File: src/hw/rtl/y86_isd_pkg.sv
package y86_isd_pkg;

  // Opcodes of the extended instruction set (code in high nibble, function in low).
  localparam logic [7:0] OpNop    = 8'h00;
  localparam logic [7:0] OpHalt   = 8'h10;
  localparam logic [7:0] OpRrmovl = 8'h20;
  localparam logic [7:0] OpIrmovl = 8'h30;
  localparam logic [7:0] OpRmmovl = 8'h40;
  localparam logic [7:0] OpMrmovl = 8'h50;
  localparam logic [7:0] OpAddl   = 8'h60;
  localparam logic [7:0] OpSubl   = 8'h61;
  localparam logic [7:0] OpAndl   = 8'h62;
  localparam logic [7:0] OpXorl   = 8'h63;
  localparam logic [7:0] OpAlu4   = 8'h64;
  localparam logic [7:0] OpAlu5   = 8'h65;
  localparam logic [7:0] OpJmp    = 8'h70;
  localparam logic [7:0] OpJle    = 8'h71;
  localparam logic [7:0] OpJl     = 8'h72;
  localparam logic [7:0] OpJe     = 8'h73;
  localparam logic [7:0] OpJne    = 8'h74;
  localparam logic [7:0] OpJge    = 8'h75;
  localparam logic [7:0] OpJg     = 8'h76;
  localparam logic [7:0] OpCall   = 8'h80;
  localparam logic [7:0] OpRet    = 8'h90;
  localparam logic [7:0] OpPushl  = 8'ha0;
  localparam logic [7:0] OpPopl   = 8'hb0;
  localparam logic [7:0] OpReadb  = 8'hc0;
  localparam logic [7:0] OpReadl  = 8'hc1;
  localparam logic [7:0] OpWriteb = 8'hd0;
  localparam logic [7:0] OpWritel = 8'hd1;
  localparam logic [7:0] OpMovsbl = 8'he0;

  // Instruction lengths in bytes; zero marks an unknown opcode.
  localparam logic [2:0] LenBad   = 3'd0;
  localparam logic [2:0] LenOne   = 3'd1;
  localparam logic [2:0] LenReg   = 3'd2;
  localparam logic [2:0] LenJump  = 3'd5;
  localparam logic [2:0] LenLong  = 3'd6;

  typedef enum logic [1:0] {
    StatusOk        = 2'd0,
    StatusInvalid   = 2'd1,
    StatusTruncated = 2'd2
  } status_e;

  typedef struct packed {
    logic [7:0] code_byte;
    logic       end_of_text;
  } in_t;

  typedef struct packed {
    logic [31:0] instr_address;
    logic [7:0]  opcode;
    logic [3:0]  reg_a;
    logic [3:0]  reg_b;
    logic [31:0] constant;
    logic [2:0]  length;
    status_e     status;
  } out_t;

  // Length of the instruction that starts with the given opcode.
  function automatic logic [2:0] instr_len(input logic [7:0] op);
    logic [2:0] len;
    unique case (op) inside
      OpNop, OpHalt, OpRet: len = LenOne;
      OpRrmovl, OpAddl, OpSubl, OpAndl, OpXorl, OpAlu4, OpAlu5,
      OpPushl, OpPopl: len = LenReg;
      OpJmp, OpJle, OpJl, OpJe, OpJne, OpJge, OpJg, OpCall: len = LenJump;
      OpIrmovl, OpRmmovl, OpMrmovl, OpReadb, OpReadl, OpWriteb,
      OpWritel, OpMovsbl: len = LenLong;
      default: len = LenBad;
    endcase
    return len;
  endfunction

endpackage

File: src/hw/rtl/y86_isd_decoder.sv
module y86_isd_decoder
  import y86_isd_pkg::*;
(
  input  logic        clk_i,
  input  logic        rst_ni,
  input  logic        cfg_we_i,
  input  logic [31:0] cfg_data_i,
  input  logic        consume_i,
  input  in_t         item_i,
  output logic        res_valid_o,
  output out_t        res_o
);

  logic [31:0] start_q, start_d;
  logic [31:0] cur_q, cur_d;
  logic [31:0] first_q, first_d;
  logic [2:0]  pos_q, pos_d;
  logic [7:0]  op_q, op_d;
  logic [7:0]  reg_q, reg_d;
  logic [31:0] acc_q, acc_d;
  logic        stopped_q, stopped_d;

  logic [31:0] w_first;
  logic [7:0]  w_op;
  logic [7:0]  w_reg;
  logic [31:0] w_acc;
  logic [2:0]  held_len;
  logic [2:0]  new_len;
  logic [2:0]  pos_inc;
  logic [2:0]  shift_pos;
  logic [1:0]  shift_idx;

  // Merge the incoming byte into the instruction being assembled.
  always_comb begin
    held_len  = instr_len(op_q);
    pos_inc   = pos_q + 3'd1;
    w_first   = first_q;
    w_op      = op_q;
    w_reg     = reg_q;
    w_acc     = acc_q;
    shift_pos = (held_len == LenJump) ? (pos_q - 3'd1) : (pos_q - 3'd2);
    shift_idx = shift_pos[1:0];
    if (pos_q == 3'd0) begin
      w_first = cur_q;
      w_op    = item_i.code_byte;
      w_reg   = 8'h00;
      w_acc   = 32'h0;
    end else if (held_len != LenJump && pos_q == 3'd1) begin
      w_reg = item_i.code_byte;
    end else begin
      w_acc = acc_q | (32'(item_i.code_byte) << {shift_idx, 3'b000});
    end
    new_len = instr_len(w_op);
  end

  // Result selection and next state.
  always_comb begin
    start_d     = start_q;
    cur_d       = cur_q;
    first_d     = first_q;
    pos_d       = pos_q;
    op_d        = op_q;
    reg_d       = reg_q;
    acc_d       = acc_q;
    stopped_d   = stopped_q;
    res_valid_o = 1'b0;

    res_o.instr_address = w_first;
    res_o.opcode        = w_op;
    res_o.reg_a         = w_reg[7:4];
    res_o.reg_b         = w_reg[3:0];
    res_o.constant      = w_acc;
    res_o.length        = new_len;
    res_o.status        = StatusOk;

    if (cfg_we_i) begin
      // A new start address drops any partial instruction.
      start_d = cfg_data_i;
      cur_d   = cfg_data_i;
      pos_d   = 3'd0;
      op_d    = 8'h00;
      reg_d   = 8'h00;
      acc_d   = 32'h0;
    end else if (consume_i && !stopped_q) begin
      first_d = w_first;
      op_d    = w_op;
      reg_d   = w_reg;
      acc_d   = w_acc;
      pos_d   = pos_inc;
      cur_d   = cur_q + 32'd1;
      if (new_len == LenBad) begin
        // Unknown opcode: report it and stop until reset.
        res_valid_o  = 1'b1;
        res_o.length = LenOne;
        res_o.status = StatusInvalid;
        stopped_d    = 1'b1;
        pos_d        = 3'd0;
        op_d         = 8'h00;
        reg_d        = 8'h00;
        acc_d        = 32'h0;
      end else begin
        if (pos_inc >= new_len) begin
          res_valid_o = 1'b1;
          pos_d       = 3'd0;
          op_d        = 8'h00;
          reg_d       = 8'h00;
          acc_d       = 32'h0;
        end else if (item_i.end_of_text) begin
          res_valid_o  = 1'b1;
          res_o.length = pos_inc;
          res_o.status = StatusTruncated;
        end
        if (item_i.end_of_text) begin
          // The next byte starts a fresh text at the start address.
          pos_d = 3'd0;
          op_d  = 8'h00;
          reg_d = 8'h00;
          acc_d = 32'h0;
          cur_d = start_q;
        end
      end
    end
  end

  always_ff @(posedge clk_i or negedge rst_ni) begin
    if (!rst_ni) begin
      start_q   <= 32'h0;
      cur_q     <= 32'h0;
      first_q   <= 32'h0;
      pos_q     <= 3'd0;
      op_q      <= 8'h00;
      reg_q     <= 8'h00;
      acc_q     <= 32'h0;
      stopped_q <= 1'b0;
    end else begin
      start_q   <= start_d;
      cur_q     <= cur_d;
      first_q   <= first_d;
      pos_q     <= pos_d;
      op_q      <= op_d;
      reg_q     <= reg_d;
      acc_q     <= acc_d;
      stopped_q <= stopped_d;
    end
  end

endmodule

File: src/hw/rtl/y86_instruction_stream_decoder.sv
// Byte-stream decoder for an extended Y86 instruction set. One program byte is
// taken per beat and the block sustains one byte per clock cycle while the result
// side keeps up; a decoded instruction is offered on the output once its last
// byte has passed through an input register, the combinational decode logic and
// a result register. The input stalls only while both registers hold a beat that
// the result side has not yet taken. An instruction yields one result beat when
// complete, when cut short by end of text (status truncated), or when its opcode
// is unknown (status invalid, after which all bytes are swallowed until reset).
// Writing the start address reloads the fetch address and drops any partial
// instruction; write it only while the block is idle.
module y86_instruction_stream_decoder
  import y86_isd_pkg::*;
(
  input  logic        clk_i,
  input  logic        rst_ni,
  input  logic        cfg_we_i,
  input  logic [31:0] cfg_data_i,
  input  logic        in_valid_i,
  output logic        in_ready_o,
  input  in_t         in_data_i,
  output logic        out_valid_o,
  input  logic        out_ready_i,
  output out_t        out_data_o
);

  logic in_valid_q;
  in_t  in_data_q;
  logic out_valid_q;
  out_t out_data_q;
  logic out_free;
  logic consume;
  logic res_valid;
  out_t res;

  // The decode stage moves on whenever the result register can take a beat.
  assign out_free   = !out_valid_q || out_ready_i;
  assign consume    = in_valid_q && out_free;
  assign in_ready_o = !in_valid_q || consume;

  // Input register.
  always_ff @(posedge clk_i or negedge rst_ni) begin
    if (!rst_ni) begin
      in_valid_q <= 1'b0;
    end else if (in_ready_o) begin
      in_valid_q <= in_valid_i;
    end
  end

  always_ff @(posedge clk_i) begin
    if (in_ready_o && in_valid_i) begin
      in_data_q <= in_data_i;
    end
  end

  y86_isd_decoder u_decoder (
    .clk_i       (clk_i),
    .rst_ni      (rst_ni),
    .cfg_we_i    (cfg_we_i),
    .cfg_data_i  (cfg_data_i),
    .consume_i   (consume),
    .item_i      (in_data_q),
    .res_valid_o (res_valid),
    .res_o       (res)
  );

  // Result register.
  always_ff @(posedge clk_i or negedge rst_ni) begin
    if (!rst_ni) begin
      out_valid_q <= 1'b0;
    end else if (out_free) begin
      out_valid_q <= consume && res_valid;
    end
  end

  always_ff @(posedge clk_i) begin
    if (consume && res_valid) begin
      out_data_q <= res;
    end
  end

  assign out_valid_o = out_valid_q;
  assign out_data_o  = out_data_q;

endmodule
File: config.mk
export PLATFORM = sky130hd
export DESIGN_NAME = y86_instruction_stream_decoder
export DESIGN_NICKNAME = d
export VERILOG_FILES = /design/src/hw/rtl/y86_isd_pkg.sv /design/src/hw/rtl/y86_isd_decoder.sv /design/src/hw/rtl/y86_instruction_stream_decoder.sv
export SDC_FILE = /design/constraint.sdc
export NUM_CORES = 1
export LEC_CHECK = 0
export ABC_AREA = 1
export BUFFER_PORTS_ARGS = -buffer_cell sky130_fd_sc_hd__buf_2
export CAP_MARGIN = 0
export CORE_ASPECT_RATIO = 0.5
export CORE_MARGIN = 5
export CORE_UTILIZATION = 45
export CTS_CLUSTER_SIZE = 12
export DETAILED_ROUTE_END_ITERATION = 8
export GPL_ROUTABILITY_DRIVEN = 0
export MAX_ROUTING_LAYER = met4
export PLACE_DENSITY_LB_ADDON = 0.12
export SLEW_MARGIN = 20
export SYNTH_ARGS = -nofsm -noshare
export SYNTH_HDL_FRONTEND = slang
export SYNTH_SLANG_ARGS = --single-unit
File: constraint.sdc
create_clock -name clk_i -period 9.6 [get_ports clk_i]
set_input_delay 0.96 -clock clk_i [delete_from_list [all_inputs] [get_ports clk_i]]
set_output_delay 0.96 -clock clk_i [all_outputs]
set_load 0.05 [all_outputs]
==> results of run 1 <==
synth_stat cells:
master                       n
sky130_fd_sc_hd__o22ai_1    15
sky130_fd_sc_hd__nand3_2     3
sky130_fd_sc_hd__a31oi_1     1
sky130_fd_sc_hd__buf_4       3
sky130_fd_sc_hd__o211ai_1    8
sky130_fd_sc_hd__dfrtp_1   150
sky130_fd_sc_hd__buf_2       9
sky130_fd_sc_hd__nand2_1   535
sky130_fd_sc_hd__nor3_1      4
sky130_fd_sc_hd__or2_2       2
sky130_fd_sc_hd__o31ai_1     1
sky130_fd_sc_hd__inv_1     111
sky130_fd_sc_hd__nand3b_1    1
sky130_fd_sc_hd__nor2_1    217
sky130_fd_sc_hd__nand3_1    70
sky130_fd_sc_hd__buf_1       4
sky130_fd_sc_hd__clkinv_1    2
sky130_fd_sc_hd__xnor2_1     3
sky130_fd_sc_hd__edfxtp_1   94
sky130_fd_sc_hd__buf_6       4
sky130_fd_sc_hd__ha_1        7
sky130_fd_sc_hd__clkbuf_1   50
sky130_fd_sc_hd__inv_4       1
sky130_fd_sc_hd__o21ai_1     2
sky130_fd_sc_hd__xor2_1     12
sky130_fd_sc_hd__a211oi_1    2
sky130_fd_sc_hd__nand2_2     7
sky130_fd_sc_hd__a21oi_1    68
sky130_fd_sc_hd__o21ai_0    87
sky130_fd_sc_hd__nand3_4     1
sky130_fd_sc_hd__nand4_1    20
sky130_fd_sc_hd__inv_2       3
metal layers:
layer  part of all wire, %  wire length [um]
met4                   1.8               565
met3                   5.8              1830
met1                    46             14600
met2                    47             14800
met5                     0                 0
sequential cells by signal, summed over array words and instances (netlist names), 3 cells and up:
| register | flops |
|---|---|
| in_data_q | 9 |
| u_decoder.reg_q | 8 |
| u_decoder.cur_q | 32 |
| u_decoder.start_q | 32 |
| u_decoder.op_q | 8 |
| u_decoder.acc_q | 32 |
| out_data_o | 85 |
| u_decoder.pos_q | 3 |
| u_decoder.first_q | 32 |
worst min-delay path, cell delays in order (launching register included):
cell                      delay (ps)
sky130_fd_sc_hd__dfrtp_1         320
sky130_fd_sc_hd__inv_1            50
sky130_fd_sc_hd__nand2_1          60
through the flow:
step	hold WS [ps]	cells
CTS	465	1963
floorplan	422	1497
global route	482	1963
global placement	446	1921
finish	464	1963
detailed placement	448	1921
logic make-up after synthesis:
kind of cell	Yosys count
compound gates	184
fa+ha+maj	7
xor+xnor	15
simple gates	860
buf+inv	187
flops	244
power by group through the flow:
stage / logic, uW / registers (uW) / clock network (uW)
after floorplan: 240 / 1170 / 0
after global placement: 330 / 1200 / 0
after detailed placement: 335 / 1200 / 0
after CTS: 337 / 1180 / 916
after global routing: 384 / 1180 / 963
final: 336 / 1180 / 895
final cells by class:
| type | instances | area (um2) |
|---|---|---|
| Multi-Input combinational cell | 1066 | 4640 |
| Sequential cell | 244 | 6580 |
| Clock buffer | 39 | 688 |
| Timing Repair Buffer | 142 | 746 |
| Inverter | 117 | 442 |
| Fill cell | 2526 | 12700 |
| Clock inverter | 3 | 28.8 |
| Tap cell | 352 | 440 |
worst paths after layout:
kind | startpoint | to
worst max-delay path | u_decoder.pos_q[0]$_DFFE_PN0P_ | out_data_o[41]$_DFFE_PP_
worst min-delay path | u_decoder.stopped_q$_DFFE_PN0P_ | u_decoder.stopped_q$_DFFE_PN0P_
worst max register to register | u_decoder.pos_q[0]$_DFFE_PN0P_ | out_data_o[41]$_DFFE_PP_
worst min register to register | u_decoder.stopped_q$_DFFE_PN0P_ | u_decoder.stopped_q$_DFFE_PN0P_
max in group asynchronous | rst_ni | u_decoder.acc_q[0]$_DFFE_PN0P_
min in group asynchronous | rst_ni | u_decoder.start_q[6]$_DFFE_PN0P_
==> summary by stage, run 1 <==
Logic synthesis
The area fraction in compound gates after synthesis is 8.10%. The largest area contributor in the netlist is sky130_fd_sc_hd__dfrtp_1. The fraction of the mapped netlist area in simple logic gates is 28.7%. The portion of the post-synthesis area used by sequential elements is 55.0%. After synthesis, the largest family of logic cells by area is simple AND/OR/NAND/NOR gates. Yosys mapped the design onto 32 distinct sky130hd cell types. After synthesis the netlist holds a flip-flop and latch count of 244. The synthesized netlist cell count is 1497. Of the post-synthesis cell area, the dominant cell type holds 31.4%. Summing the areas of all fa, ha and maj instances in the mapped netlist gives 0.733% of the synthesized area. In this run the mean area of a mapped cell was 7.98 um2.

The Yosys step of the flow raised 0 warnings. The cell area that synthesis handed to floorplanning was 12000 um2. After Yosys synthesis, XOR and XNOR cells account for 1.10% of the synthesized area. Sorting the synthesized cells by area gives the leading types as sky130_fd_sc_hd__dfrtp_1 31%, sky130_fd_sc_hd__edfxtp_1 24%, sky130_fd_sc_hd__nand2_1 17%, sky130_fd_sc_hd__nor2_1 6.8%, sky130_fd_sc_hd__o21ai_0 3.6%. The post-synthesis net count is 1550. The multiplexer share of the synthesized area is 0%.

Pwr
The design internal power is 1720 uW. The final total power is 2410 uW. The power share of the sequential group is 48.9%. The cell leakage power is 0.00653 uW. The power dissipated by switching net loads is 691 uW.

The power per standard cell area is 178 nW/um2. The clock network accounts for 37.1% of the total power. Net switching is 28.6% of the power. Per report_power, the combinational group accounts for 14.0% of the total. The peak supply drop is 0.109 mV.

Outcome
The flow ran to the end, and the final reports show no timing, DRC or antenna violations.

Global routing
The first global-routing pass estimated 51.6 mm of wire. The met2 capacity usage during global routing is 34.0%. The initial antenna violation count came to 0. Entering global routing, the biggest net connects 82 pins. Global routing used 3.43% of the available met3 tracks. The met1 routing resource usage after global routing is 30.0%.

The total routing resource utilization after global routing is 21.7%. Summed over all layers, the global routing overflow is 0. The via count of the first global-routing pass came to 9673.

The most utilized layer in the global route result is met2.

Floorplanning
In this run the core area contains 42 standard-cell rows. The core footprint is 26300 um2. Once the floorplan was initialized, standard cells occupied 45.5% of the core. The floorplan step defined a die boundary enclosing 30100 um2. The horizontal die dimension is 240 um. The vertical extent of the die is 125 um. The number of top-level pins is 133.

Finish
The layout overhead on the synthesized area is 13.5%. The leading cell type in the layout, fill and taps excluded is sky130_fd_sc_hd__nand2_1. The number of inserted diodes is 0. Leaving out fill and tap cells, the most frequent cells in the layout are 535 x sky130_fd_sc_hd__nand2_1, 214 x sky130_fd_sc_hd__nor2_1, 150 x sky130_fd_sc_hd__dfrtp_1, 131 x sky130_fd_sc_hd__buf_2, 111 x sky130_fd_sc_hd__inv_1.

The final core area utilization is 51.6%. In the final layout, the share of cells above drive strength 1 is 11.9%. The final layout contains 1649 nets. With fillers left out, the area of the finished cells amounts to 13600 um2.

Placement
The sum of net half-perimeters after detailed placement is 22.1 mm. Before CTS, the worst setup slack after placement is 3570 ps. The count of buffers added on input and output ports is 132. Summing all placed instances gives a cell area of 12800 um2.

Drt
Using the TritonRoute via totals, the vias-per-cell ratio works out to 5.15. The routed length per placed instance is 16.2 um. The first routing iteration left 822 violations.

The final layout contains routed wiring with a total length of 31.9 mm. Once detail routing completed, the nets flagged for antenna violations numbered 0. The routed via count is 10100. The DRC violations left is 0.

The number of iterations in the first detailed-routing pass is 8.

Clock tree
The post-CTS resize count is 0. The longest clock path from root to sink contains 3 buffers. The number of levels the H-tree was split into is 1.

Buffers inserted during clock tree synthesis total 25. After clock tree synthesis, the clock-pin slew on the worst setup and hold paths is 70 ps. TritonCTS built the clock tree.

In this run the clock root is driven by a sky130_fd_sc_hd__clkbuf_16. The total number of clock tree sinks is 244. The number of buffers inserted for hold repair after clock tree synthesis is 0. After clock tree synthesis, the setup repair step added 0 buffers. The later pin in the worst-skew pair is clocked with a latency of 540 ps.

STA
The transition time at the pin with the least slew margin is 1000 ps. The post-route minimum period is 5740 ps. The ratio of final minimum period to clock period is 59.8%. The highest clock rate is 174 MHz.

The number of pins with negative max-slew slack in the final report is 0. On the final layout, the worst clock skew is 21.2 ps. The remaining max-slew budget at the tightest pin is 33.2%. The aggregate negative setup slack is 0 ps. Setup violations remaining at the end of the flow were counted as 0.

Setup repair after global routing left no endpoint under its margin. The number of endpoints with negative hold slack in the final report was 0. The worst path meets setup with 3860 ps of slack.

Worst setup path
Across all register-to-register paths, the minimum setup slack is 3860 ps. The kind of start point of the critical path is a register. The critical path data arrival time is 5900 ps.

Counting cells, the worst reg-to-reg path comes to 15. The most frequent cell on the critical path is sky130_fd_sc_hd__nand2_1. The worst setup path category is register to register.

The kind of cell with the highest combined delay along the critical path is simple AND/OR/NAND/NOR gates. The logic depth of the worst path, buffers included is 15. STA puts the critical path data required time at 9770 ps. The delay contributed by the slowest stage of the critical path is 970 ps. The worst setup path is captured at a register. The buffer and inverter count on the worst path is 3. The signal on the critical path passes through inv_1 > ha_1 > nand2_4 > nand2_1 > nand2_2 > nand2_1 > nor2_1 > nand2_1 > nand2_1 > nand2_1 > nand3_2 > nand2_1 > inv_1 > nor2_4 > buf_4.

The slowest stage of the critical path is the sky130_fd_sc_hd__nand3_2 cell. In this run the worst path has a maximum fanout of 65.

Worst hold path
The number of cells traversed by the worst hold path is 2. The min-delay analysis places its worst path in the category register to register.

Run
Across the run, the number of max-cap violations was 0.
No activity file was read; power rests on OpenSTA's default activity.
==> run 2, diff against run 1 <==
--- a/config.mk
+++ b/config.mk
@@ -5,7 +5,7 @@
 export SDC_FILE = /design/constraint.sdc
 export NUM_CORES = 1
 export LEC_CHECK = 0
-export ABC_AREA = 1
+export ABC_AREA = 0
 export BUFFER_PORTS_ARGS = -buffer_cell sky130_fd_sc_hd__buf_2
 export CAP_MARGIN = 0
 export CORE_ASPECT_RATIO = 0.5
==> constraint.sdc (replaced) <==
create_clock -name clk_i -period 4.9 [get_ports clk_i]
set_input_delay 0.49 -clock clk_i [delete_from_list [all_inputs] [get_ports clk_i]]
set_output_delay 0.49 -clock clk_i [all_outputs]
set_load 0.05 [all_outputs]
==> run 2 against run 1 <==
Compared with the run above: the flow now finishes with violations (negative hold slack); die area is 7.1% lower; sequential power is 110% higher; clock skew is 10 ps lower; cell count is 25% lower; power is 100% higher; non-clock buffer count is 9 higher; maximum frequency is 29% higher; cell area is 6.0% lower; sequential share of layout area is 3.1 points higher; first-iteration DRC count is 13% lower; largest cell class unchanged.
==> summary by stage, run 2 <==
Worst hold path
The class of the most critical hold timing path is input port to asynchronous set/reset pin.

Logic synthesis
Sorting the synthesized cells by area gives the leading types as sky130_fd_sc_hd__dfrtp_1 34%, sky130_fd_sc_hd__edfxtp_1 26%, sky130_fd_sc_hd__nand2_1 8.8%, sky130_fd_sc_hd__mux2i_1 3.9%, sky130_fd_sc_hd__a22o_1 2.9%. The largest area contributor in the netlist is sky130_fd_sc_hd__dfrtp_1. The area share of the largest cell type after synthesis is 34.0% (+2.6 points).

The number of synthesized register bits was 244 (unchanged). The count of synthesis-stage warnings from yosys is 0 (unchanged). The mapped cell area was 11000 um2 (-7.6%). The leading register cell type out of synthesis is sky130_fd_sc_hd__dfrtp_1. Ranked by instance count, the synthesized netlist is headed by 258 x sky130_fd_sc_hd__nand2_1, 150 x sky130_fd_sc_hd__dfrtp_1, 94 x sky130_fd_sc_hd__edfxtp_1. The fraction of registers with async set or reset after synthesis is 61.5% (unchanged). The post-synthesis net count is 1051 (-32%). The count of flip-flops with a built-in enable after synthesis came to 94 (unchanged). The portion of the post-synthesis area used by sequential elements was 59.6% (+4.5 points). The leading cell type by number of instances after synthesis is sky130_fd_sc_hd__nand2_1. The synthesized netlist cell count came to 998 (-33%). The average cell area after synthesis is 11.1 um2 (+39%). The number of different library cells in the post-synthesis netlist is 67 (+110%).

STA
The ratio of final minimum period to clock period was 90.6% (+31 points). The transition time at the pin with the least slew margin is 1030 ps (+23.9 ps). The number of pins with negative max-slew slack in the final report is 0 (unchanged). The worst clock skew on the final layout is 10.9 ps (-10.2 ps). The final number of setup-violating endpoints was 0 (unchanged). The number of endpoints with negative hold slack in the final report is 1 (+1).

The remaining max-slew budget at the tightest pin is 31.4% (-1.8 points). The post-route minimum period is 4440 ps (-1300 ps). Setup repair after global routing left no endpoint under its margin.

The highest clock rate was 225 MHz (+29%). The tightest hold margin is -1.44 ps (-465 ps). The aggregate negative setup slack is 0 ps (unchanged).

Global routing
The pin count of the biggest net entering global routing is 75 (-8.5%). The first-pass GRT wire length is 45.1 mm (-13%). The via count of the first global-routing pass is 8059 (-17%). The initial antenna violation count is 0 (unchanged). The total routing resource utilization after global routing is 20.5% (-1.1 points). The residual overflow from global routing is 0 (unchanged).

Clock tree
TritonCTS built the clock tree. The clock insertion delay at the later pin of the skew report is 530 ps (about the same). The total number of clock tree sinks is 244 (unchanged). The number of buffers inserted for hold repair after clock tree synthesis is 0 (unchanged). The number of levels the H-tree was split into is 1 (unchanged).

The post-CTS resize count is 0 (unchanged). The clock transition at the register clock pins on the worst setup and hold paths after CTS is 60 ps (about the same). The clock root buffer master is sky130_fd_sc_hd__clkbuf_16.

The worst-case clock buffer depth is 3 (unchanged). The number of buffers added by the clock tree synthesis step is 24 (-4.0%). The post-CTS setup buffer count is 0 (unchanged).

Finish
In the layout the commonest cells are 257 x sky130_fd_sc_hd__nand2_1, 150 x sky130_fd_sc_hd__dfrtp_1, 131 x sky130_fd_sc_hd__buf_2, 94 x sky130_fd_sc_hd__edfxtp_1, 54 x sky130_fd_sc_hd__o21ai_0. The area of the multi-input gates is 4160 um2 (-10%). The library cell used most frequently in the layout, excluding fill and tap cells, is sky130_fd_sc_hd__nand2_1. The share of final-layout standard cells stronger than drive strength 1 came to 20.4% (+8.5 points).

The finished layout cell area is 12700 um2 (-6.0%). The storage element area is 6580 um2 (unchanged). The number of inserted diodes is 0 (unchanged).

The number of nets in the final layout is 1172 (-29%). The flip-flop count of the largest register after layout is 85 (unchanged). The number of filler instances in the final layout is 2118 (-16%).

The layout overhead on the synthesized area is 15.4%.

Floorplanning
The horizontal die dimension is 232 um (-3.7%). The vertical extent of the die is 121 um (-3.6%). The die area is 28000 um2 (-7.1%). The starting utilization of the core area is 45.9% (+0.39 points). The number of top-level pins is 133 (unchanged). The number of core rows was 40 (-4.8%). The core footprint was 24100 um2 (-8.4%).

Worst setup path
The worst setup path category is register to register. The length in cells of the worst reg-to-reg path is 14 (-1). The kind of start point of the critical path is a register. The launching point of the worst reg2reg path is u_decoder.pos_q[0]$_DFFE_PN0P_. The delay contributed by the slowest stage of the critical path came to 510 ps (-460 ps). Traced cell by cell, the critical path runs through inv_1 > ha_1 > nand2b_4 > mux2i_1 > inv_1 > and2_0 > a32o_1 > nor2_1 > ha_1 > a21o_1 > a21o_1 > nor3_1 > nor2_4 > buf_4. The critical path data arrival time was 4640 ps (-1260 ps). The highest-delay cell along the critical path is sky130_fd_sc_hd__dfrtp_1. The nature of the critical path endpoint is a register. The required time of the critical path is 5100 ps (-4670 ps). The largest fanout on the critical path is 48 (-26%). In this run the worst setup path begins at u_decoder.pos_q[0]$_DFFE_PN0P_.

Placement
The instance area at placement is 12000 um2 (-6.2%). The sum of net half-perimeters after detailed placement came to 18.5 mm (-16%). The count of buffers inserted at the top-level ports is 132 (unchanged).

Drt
The count of routing violations after the opening detailed-route iteration was 718 (-13%). The aggregate routed wire length is 27.9 mm (-13%). The routed length per placed instance is 19.0 um (+17%). The DRC violations left is 0 (unchanged). The number of iterations in the first detailed-routing pass is 5 (-3). The post-detailed-route via-to-cell ratio is 5.44 (+5.8%).

The routed via count is 8012 (-21%). The residual antenna-violating net count after detailed routing is 0 (unchanged).

Outcome
The flow ran to the end, but the final reports show violations. The checks that failed: negative hold slack.

Pwr
The power per standard cell area is 387 nW/um2 (+120%). The peak supply drop came to 0.190 mV (+74%). The cell leakage power is 0.00558 uW (-15%).

Run
The max capacitance violation total came to 0 (unchanged).
-- run 2: changes by cell type after synthesis, sizes merged, moves of 29 or more --
cell / before / now
nand2: 542 / 258
a22o: 0 / 37
mux2i: 0 / 44
nor2: 217 / 48
a21oi: 68 / 16
mux2: 0 / 29
inv: 115 / 21
nand3: 74 / 17
-- run 2: layer usage --
layer,up-vias,wire length (um),track usage [%]
met4,0,598,4.76
met2,220,12800,31.3
met5,-,0,-
li1,3801,-,-
met1,3949,13100,29.3
met3,42,1360,3.40
-- run 2: logic make-up (layout without fill, tap and decap cells) --
family	after synthesis	in the layout	share of synthesized area (%)
AO/OA/AOI/OAI	195	195	12.8
XOR/XNOR	24	24	1.90
adder cells (fa/ha/maj)	7	7	0.793
buffers and inverters	77	215	3.12
flip-flops	244	244	59.6
multiplexers	73	73	7.01
AND/OR/NAND/NOR	378	378	14.8
-- run 2: worst paths after layout --
kind	end	slack, ps
setup / recovery	out_data_o[24]$_DFFE_PP_	460
hold / removal	u_decoder.first_q[12]$_DFFE_PN0P_	-1
setup reg to reg	out_data_o[24]$_DFFE_PP_	460
hold reg to reg	u_decoder.start_q[26]$_DFFE_PN0P_	470
max in group asynchronous	u_decoder.acc_q[21]$_DFFE_PN0P_	3860
min in group clk_i	in_data_q[6]$_DFFE_PP_	140
-- run 2: critical path: cells and delay by family (launching register included) --
family / cells / cell delay [ps]
simple gates: 5 / 1190
compound gates: 3 / 690
buf+inv: 3 / 650
fa+ha+maj: 2 / 580
flops: 1 / 510
mux: 1 / 460
-- run 2: area by class of cell --
| type | instances | area share [%] |
|---|---|---|
| repair buffers | 151 | 6.35 |
| well taps | 336 | 3.30 |
| clock inverters | 1 | 0.0393 |
| multi-input cells | 677 | 32.6 |
| inverters | 21 | 0.618 |
| clock buffers | 42 | 5.49 |
| flip-flops and latches | 244 | 51.6 |
-- run 2: power breakdown --
group | switching (uW) | leakage (uW) | internal, uW
logic | 463 | 0.00247 | 215
clock network | 765 | 0.000338 | 962
registers | 160 | 0.00278 | 2370
total | 1390 | 0.00558 | 3550
-- run 2: per-stage QoR --
stage               hold slack [ps]  setup slack (ps)  utilization (%)  cells  total power (uW)
global route                   56.2               129             53.0   1472              5170
detailed placement              455               530             50.0   1429              3250
global placement                448               694             50.0   1429              3220
finish                        -1.44               459             53.0   1472              4930
CTS                            28.1               525             53.0   1472              4980
floorplan                       194               391                -    998              3010
